[src/rtl/bounded_deque_defines.svh]
// ---------------------------------------------------------------------------
// bounded_deque_defines.svh
// Assertion macros shared by the deque RTL. Each expects clk_i, and BD_ASSERT
// also rst_ni, in the scope where it is used.
// ---------------------------------------------------------------------------
`ifndef BOUNDED_DEQUE_DEFINES_SVH
`define BOUNDED_DEQUE_DEFINES_SVH

// Checked on every rising edge outside reset
`define BD_ASSERT(lbl, prop) \
  lbl: assert property (@(posedge clk_i) disable iff (!rst_ni) prop) \
    else $error("bounded_deque assertion failed");

// Checked on every rising edge, reset included
`define BD_ASSERT_ALWAYS(lbl, prop) \
  lbl: assert property (@(posedge clk_i) prop) \
    else $error("bounded_deque assertion failed");

`endif

[src/rtl/bd_pkg.sv]
// ---------------------------------------------------------------------------
// bd_pkg
// Request codes, status codes and the memory control group of the deque.
// ---------------------------------------------------------------------------
package bd_pkg;

  // Request codes carried on req_type
  typedef enum logic [2:0] {
    REQ_PUSH_FRONT = 3'd0,
    REQ_PUSH_BACK  = 3'd1,
    REQ_POP_FRONT  = 3'd2,
    REQ_POP_BACK   = 3'd3,
    REQ_DUMP       = 3'd4
  } req_e;

  // Result status codes
  typedef enum logic [1:0] {
    STAT_OK    = 2'd0,
    STAT_EMPTY = 2'd1,
    STAT_FULL  = 2'd2
  } status_e;

  // Strobes from the controller to the slot memory
  typedef struct packed {
    logic wr_en;
    logic rd_en;
  } mem_ctl_t;

endpackage

[src/rtl/bd_ram.sv]
// ---------------------------------------------------------------------------
// bd_ram
// Slot memory of the deque: one write port, one read port, registered
// read data. Read data holds until the next read.
// ---------------------------------------------------------------------------
module bd_ram #(
  parameter int DEPTH = 16,
  parameter int IW    = 4
) (
  input  logic                clk_i,
  input  bd_pkg::mem_ctl_t    ctl_i,
  input  logic [IW-1:0]       wr_addr_i,
  input  logic signed [31:0]  wr_data_i,
  input  logic [IW-1:0]       rd_addr_i,
  output logic signed [31:0]  rd_data_o
);

  logic signed [31:0] mem [DEPTH];
  logic signed [31:0] rd_data_q;

  // Write port
  always_ff @(posedge clk_i) begin
    if (ctl_i.wr_en) begin
      mem[wr_addr_i] <= wr_data_i;
    end
  end

  // Read port, registered
  always_ff @(posedge clk_i) begin
    if (ctl_i.rd_en) begin
      rd_data_q <= mem[rd_addr_i];
    end
  end

  assign rd_data_o = rd_data_q;

endmodule

[src/rtl/bounded_deque.sv]
// ---------------------------------------------------------------------------
// bounded_deque
// Bounded double-ended queue of 32-bit signed values in a ring of DEPTH
// slots, tracked by a front index and an entry count.
//
//   channel  direction  handshake              payload
//   in       input      in_valid_i/in_ready_o  req_type_i, item_value_i
//   out      output     out_valid_o/out_ready_i status_o, out_value_o, last_o
//
// A push, or a pop or dump on an empty store, sets the output register
// directly; an unused code gives no result. A returned pop value passes
// the registered memory read. A dump reads memory once per stored value.
// Reset clears front index and count; slot contents are never cleared.
// A stalled output holds the controller; a request is taken only when the
// output register is free or being drained in the same cycle.
// ---------------------------------------------------------------------------
`include "bounded_deque_defines.svh"

module bounded_deque #(
  parameter int DEPTH = 16
) (
  input  logic               clk_i,
  input  logic               rst_ni,
  input  logic               in_valid_i,
  output logic               in_ready_o,
  input  logic [2:0]         req_type_i,
  input  logic signed [31:0] item_value_i,
  output logic               out_valid_o,
  input  logic               out_ready_i,
  output logic [1:0]         status_o,
  output logic signed [31:0] out_value_o,
  output logic               last_o
);

  localparam int IW = (DEPTH > 1) ? $clog2(DEPTH) : 1;
  localparam int CW = $clog2(DEPTH + 1);
  localparam logic [CW-1:0] DepthC = CW'(DEPTH);
  localparam logic [IW-1:0] IdxMax = IW'(DEPTH - 1);

  typedef enum logic [1:0] {
    S_IDLE,
    S_POP,
    S_DUMP
  } state_e;

  state_e             state_q;
  logic [IW-1:0]      front_q;
  logic [CW-1:0]      count_q;
  logic [CW-1:0]      idx_q;
  logic               out_valid_q;
  bd_pkg::status_e    status_q;
  logic signed [31:0] out_value_q;
  logic               last_q;

  bd_pkg::req_e       req;
  bd_pkg::mem_ctl_t   mem_ctl;
  logic [IW-1:0]      wr_addr;
  logic [IW-1:0]      rd_addr;
  logic signed [31:0] rd_data;
  logic               accept;
  logic               out_free;
  logic               full;
  logic               empty;
  logic               push_ok;
  logic [IW-1:0]      front_dec;
  logic [IW-1:0]      front_inc;
  logic [CW-1:0]      dump_nxt;
  logic               dump_last;

  // Ring slot of base + off; base stays below DEPTH and off is at most DEPTH
  function automatic logic [IW-1:0] ring_add(logic [IW-1:0] base, logic [CW-1:0] off);
    logic [CW:0] sum;
    sum = (CW+1)'(base) + (CW+1)'(off);
    if (sum >= (CW+1)'(DEPTH)) begin
      sum = sum - (CW+1)'(DEPTH);
    end
    return sum[IW-1:0];
  endfunction

  // Handshake and occupancy
  assign out_free   = !out_valid_q || out_ready_i;
  assign in_ready_o = (state_q == S_IDLE) && out_free;
  assign accept     = in_valid_i && in_ready_o;
  assign req        = bd_pkg::req_e'(req_type_i);
  assign full       = (count_q == DepthC);
  assign empty      = (count_q == '0);
  assign push_ok    = accept && !full &&
                      (req == bd_pkg::REQ_PUSH_FRONT || req == bd_pkg::REQ_PUSH_BACK);
  assign front_dec  = (front_q == '0) ? IdxMax : front_q - IW'(1);
  assign front_inc  = (front_q == IdxMax) ? '0 : front_q + IW'(1);
  assign dump_nxt   = idx_q + CW'(1);
  assign dump_last  = (dump_nxt == count_q);

  // Memory addresses and strobes
  always_comb begin
    wr_addr       = (req == bd_pkg::REQ_PUSH_FRONT) ? front_dec : ring_add(front_q, count_q);
    rd_addr       = front_q;
    mem_ctl.wr_en = 1'b0;
    mem_ctl.rd_en = 1'b0;
    if (state_q == S_IDLE) begin
      if (req == bd_pkg::REQ_POP_BACK) begin
        rd_addr = ring_add(front_q, count_q - CW'(1));
      end
      if (accept) begin
        mem_ctl.wr_en = !full &&
                        (req == bd_pkg::REQ_PUSH_FRONT || req == bd_pkg::REQ_PUSH_BACK);
        mem_ctl.rd_en = !empty && (req == bd_pkg::REQ_POP_FRONT ||
                        req == bd_pkg::REQ_POP_BACK || req == bd_pkg::REQ_DUMP);
      end
    end else if (state_q == S_DUMP) begin
      rd_addr       = ring_add(front_q, dump_nxt);
      mem_ctl.rd_en = out_free && !dump_last;
    end
  end

  bd_ram #(
    .DEPTH (DEPTH),
    .IW    (IW)
  ) u_ram (
    .clk_i     (clk_i),
    .ctl_i     (mem_ctl),
    .wr_addr_i (wr_addr),
    .wr_data_i (item_value_i),
    .rd_addr_i (rd_addr),
    .rd_data_o (rd_data)
  );

  // Controller: state, ring pointers and output register
  always_ff @(posedge clk_i or negedge rst_ni) begin
    if (!rst_ni) begin
      state_q     <= S_IDLE;
      front_q     <= '0;
      count_q     <= '0;
      idx_q       <= '0;
      out_valid_q <= 1'b0;
      status_q    <= bd_pkg::STAT_OK;
      out_value_q <= '0;
      last_q      <= 1'b0;
    end else begin
      if (out_valid_q && out_ready_i) begin
        out_valid_q <= 1'b0;
      end
      unique case (state_q)
        S_IDLE: begin
          if (accept) begin
            case (req)
              bd_pkg::REQ_PUSH_FRONT, bd_pkg::REQ_PUSH_BACK: begin
                out_valid_q <= 1'b1;
                out_value_q <= '0;
                last_q      <= 1'b1;
                if (full) begin
                  status_q <= bd_pkg::STAT_FULL;
                end else begin
                  status_q <= bd_pkg::STAT_OK;
                  count_q  <= count_q + CW'(1);
                  if (req == bd_pkg::REQ_PUSH_FRONT) begin
                    front_q <= front_dec;
                  end
                end
              end
              bd_pkg::REQ_POP_FRONT, bd_pkg::REQ_POP_BACK: begin
                if (empty) begin
                  out_valid_q <= 1'b1;
                  status_q    <= bd_pkg::STAT_EMPTY;
                  out_value_q <= '0;
                  last_q      <= 1'b1;
                end else begin
                  count_q <= count_q - CW'(1);
                  if (req == bd_pkg::REQ_POP_FRONT) begin
                    front_q <= front_inc;
                  end
                  state_q <= S_POP;
                end
              end
              bd_pkg::REQ_DUMP: begin
                if (empty) begin
                  out_valid_q <= 1'b1;
                  status_q    <= bd_pkg::STAT_EMPTY;
                  out_value_q <= '0;
                  last_q      <= 1'b1;
                end else begin
                  idx_q   <= '0;
                  state_q <= S_DUMP;
                end
              end
              default: ;  // unused codes give no result
            endcase
          end
        end
        S_POP: begin
          if (out_free) begin
            out_valid_q <= 1'b1;
            status_q    <= bd_pkg::STAT_OK;
            out_value_q <= rd_data;
            last_q      <= 1'b1;
            state_q     <= S_IDLE;
          end
        end
        S_DUMP: begin
          if (out_free) begin
            out_valid_q <= 1'b1;
            status_q    <= bd_pkg::STAT_OK;
            out_value_q <= rd_data;
            last_q      <= dump_last;
            if (dump_last) begin
              state_q <= S_IDLE;
            end else begin
              idx_q <= dump_nxt;
            end
          end
        end
        default: state_q <= S_IDLE;
      endcase
    end
  end

  assign out_valid_o = out_valid_q;
  assign status_o    = status_q;
  assign out_value_o = out_value_q;
  assign last_o      = last_q;

  // Checks
  `BD_ASSERT_ALWAYS(a_reset_quiet, !rst_ni |=> !out_valid_q)
  `BD_ASSERT(a_count_bound, count_q <= DepthC)
  `BD_ASSERT(a_front_bound, front_q <= IdxMax)
  `BD_ASSERT(a_dump_idx, state_q == S_DUMP |-> idx_q < count_q && count_q != '0)
  `BD_ASSERT(a_push_count, push_ok |=> count_q == $past(count_q) + CW'(1))
  `BD_ASSERT(a_pop_result, state_q == S_POP && out_free |=> out_valid_q && last_q && status_q == bd_pkg::STAT_OK)

endmodule

[config.mk]
export PLATFORM = sky130hd
export DESIGN_NAME = bounded_deque
export DESIGN_NICKNAME = d
export VERILOG_FILES = /design/src/rtl/bd_pkg.sv /design/src/rtl/bd_ram.sv /design/src/rtl/bounded_deque.sv
export VERILOG_INCLUDE_DIRS = /design/src /design/src/rtl
export SDC_FILE = /design/constraint.sdc
export NUM_CORES = 1
export LEC_CHECK = 0
export BUFFER_PORTS_ARGS = -buffer_cell sky130_fd_sc_hd__buf_2
export CAP_MARGIN = 15
export CELL_PAD_IN_SITES_DETAIL_PLACEMENT = 1
export CELL_PAD_IN_SITES_GLOBAL_PLACEMENT = 2
export CORE_MARGIN = 2
export CORE_UTILIZATION = 52
export DETAILED_ROUTE_END_ITERATION = 16
export PLACE_DENSITY = 0.83
export SKIP_LAST_GASP = 1
export SYNTH_ARGS = -nofsm -noshare
export SYNTH_HDL_FRONTEND = slang
export SYNTH_HIERARCHICAL = 1
export SYNTH_SLANG_ARGS = --single-unit
[constraint.sdc]
create_clock -name clk_i -period 11.5 [get_ports clk_i]
set_input_delay 1.725 -clock clk_i [delete_from_list [all_inputs] [get_ports clk_i]]
set_output_delay 1.725 -clock clk_i [all_outputs]
set_load 0.05 [all_outputs]
==> metrics <==
maximum vdd drop=about 300 uV; max incr delay on CP=0.84 ns; H-tree Lvls=2; IO Count=76; most frequent cells in the layout=544 x edfxtp_1, 128 x mux4_2, 75 x buf_2, 64 x a22oi_1, 57 x clkbuf_16; worst slack, placed=~5 ns; Startpoint Class=primary input; fmax=roughly 0.17 GHz; worst endpoint required time=11.85 ns; EDFF count, synth=544; Worst Path Buf+Inv=3; Worst Hold Class=reg -> reg; RePlAce Congestion=about 0.76; post_cts resized=0; pin count of the biggest net entering global routing=111; Die Y-Extent=216 um; CP Capture Point=u_ram/rd_data_o[25]; worst setup margin=5.58 ns; FF+latch area=about 18000 um^2; max_slew headroom=21.7%; Leak=about 0.0088 uW; #FFs+latches synth=roughly 600; Total Routed Length=55000 um; Critical Path AT=6.27 ns; fraction of layout instances using a drive strength above 1=26.7%; Netlist Area Pre-Place=23400 um^2; Critical Path Source=req_type_i[1]; status=finished, final reports clean; initial DRC count=approximately 980; Worst path most repeated cell=buf_4; Synth top area share=69.8%; Antenna Nets Post-Route=0; DRT Pass-1 Iters=5; syn_area_per_cell=20.3 um^2; fill cell count=3768; vias in the first global route=around 12000; Hold Vio Cnt, Final=0; Sum Neg Setup Slack=0 ns; Core Region=44300 um^2; Layout Nets=1310; Initial Util=52.8%; gr usage total=between 20% and 30%; Top FF cell, synth=edfxtp_1; synth unique cells=58; # Max-Cap Violations=0; Min Hold Slack=around 0.46 ns; die width=approximately 220 um; register area share after synthesis=75.3%; min cycle time layout=5.92 ns; Top Family by Delay on Critical Path=buffers and inverters; CP Capture Type=flip-flop; ratio of final minimum period to clock period=about half; post-CTS setup buffers=0; Clock Latency Late Sink=0.61 ns; DRC violations left=0; # rows=77; maximum fanout along the worst path=60; WP depth=9; Power Dens Cells=between 200 and 300 nW/um^2; clock sink count=596; CTS tree=yes; overall via count from detail_route=~12000; port buffer count=75; Layout area overhead=12.7%; Synth Instances=about 1200; Final Slew Violations=0; clk buf depth=3; Worst path slowest cell=buf_4; Least-Margin Pin Slew=between 1 and 1.5 ns; area of the multi-input gates=5520 um^2; worst path cell trace=buf_2 > nor2b_1 > nand3_1 > a31oi_4 > buf_4 > buf_4 > mux4_2 > a22oi_1 > nand2_1; hold path start=u_ram/rd_data_o[8]; first-pass GRT wire length=slightly above 80000 um; Ys Warns=6; reg-to-reg slack, setup=6.50 ns; Setup Viol. Count Final=0; Reg clk slew, reported paths=0.06 ns; cts hold-fix bufs=0; Wirelength per Cell=29.2 um; grt total ovfl=0; Inserted Clock Buffers=57; total die area=between 40000 and 50000 um^2; Syn Nets=1213; post-synth top area cell=edfxtp_1; clock root cell=clkbuf_16; FF-to-FF End=u_ram/rd_data_o[25]; worst setup path category=in -> reg; unrepaired setup endpoints after global routing=no; clk_skew=approximately 0.019 ns; depth of the worst register-to-register path=11; Post-synth ARST share=8.72%; R2R Path Start=count_q[0]; drt via density=6.21; synth top area cells=edfxtp_1 70%, mux4_2 12%, dfrtp_1 5.6%; dpl hpwl=28600 um; initial antenna violation count=3; most common cell after layout, fill and taps aside=edfxtp_1
where the power goes:
group	internal [uW]	switching [uW]	total (uW)
Clock	1050	782	1830
Sequential	2590	115	2710
Combinational	1010	1490	2500
worst min-delay path by stage:
stage / slack, ns / depth (start not counted) / to
final: 0.46 / 1 / out_value_o[8]
after global routing: 0.49 / 1 / out_value_o[3]
after CTS: 0.47 / 1 / out_value_o[8]
after detailed placement: 0.45 / 1 / out_value_o[8]
after global placement: 0.45 / 1 / out_value_o[2]
after floorplan: 0.44 / 1 / out_value_o[22]
metal layers:
metal	part of all wire [%]	wire, um	GRT usage [%]	vias up
met5	0.047	26	0	-
met2	51	28000	40.7	416
met4	2.3	1280	7.33	4
met3	6.3	3460	3.52	90
li1	-	-	-	4943
met1	41	22300	33.2	6258
cell type report:
class,count,area share [%]
flip-flops and latches,596,66.9
clock buffers,77,6.00
repair buffers,102,2.29
diodes,1,0.00949
well taps,592,2.81
inverters,13,0.185
clock inverters,28,0.925
multi-input cells,478,20.9
cell usage after synthesis, drive strengths merged, types with 3 or more instances:
| library cell | count |
|---|---|
| a22oi | 64 |
| o31ai | 4 |
| o21ai | 12 |
| xnor2 | 15 |
| fa | 3 |
| dfrtp | 52 |
| a21oi | 18 |
| inv | 13 |
| nand4 | 5 |
| nor2 | 32 |
| ha | 20 |
| a21o | 4 |
| nand3 | 11 |
| nor2b | 5 |
| mux2i | 8 |
| xor2 | 8 |
| clkbuf | 22 |
| o22ai | 3 |
| nand2b | 7 |
| edfxtp | 544 |
| mux4 | 128 |
| nand2 | 53 |
| nor3 | 10 |
| buf | 42 |
| and3 | 3 |
| a31oi | 3 |
| a22o | 32 |
| o211ai | 3 |
per-stage QoR:
| step | area, um^2 | power (uW) | util (%) | std cells |
|---|---|---|---|---|
| 5_1_grt | 26400 | 7370 | 59.5 | 1886 |
| 6_report | 26400 | 7040 | 59.5 | 1887 |
| 3_3_place_gp | 24500 | 5180 | 55.3 | 1780 |
| 3_5_place_dp | 24500 | 5260 | 55.3 | 1780 |
| 2_1_floorplan | 23400 | 4580 | - | 1151 |
| 4_1_cts | 26400 | 7100 | 59.5 | 1885 |
state kept, by name, indices dropped and copies added (netlist names):
signal	count
state_q	2
out_valid_o	1
idx_q	5
u_ram/rd_data_o	32
last_o	1
count_q	5
out_value_o	32
status_o	2
front_q	4
u_ram/mem	512
kinds of logic (layout without fill, tap and decap cells):
| kind of cell | count (synthesis) | after routing | synth area share [%] |
|---|---|---|---|
| xor gates and xnor gates | 24 | 24 | 0.957 |
| buffers and inverters | 77 | 220 | 1.84 |
| adders and majority gates | 23 | 23 | 1.33 |
| AOI/OAI and AO/OA | 157 | 157 | 5.02 |
| DFF | 596 | 596 | 75.3 |
| muxes | 136 | 136 | 12.7 |
| and+or+nand+nor | 138 | 138 | 2.86 |
| other | 0 | 1 | 0 |
(Power assumes the default switching activity.)
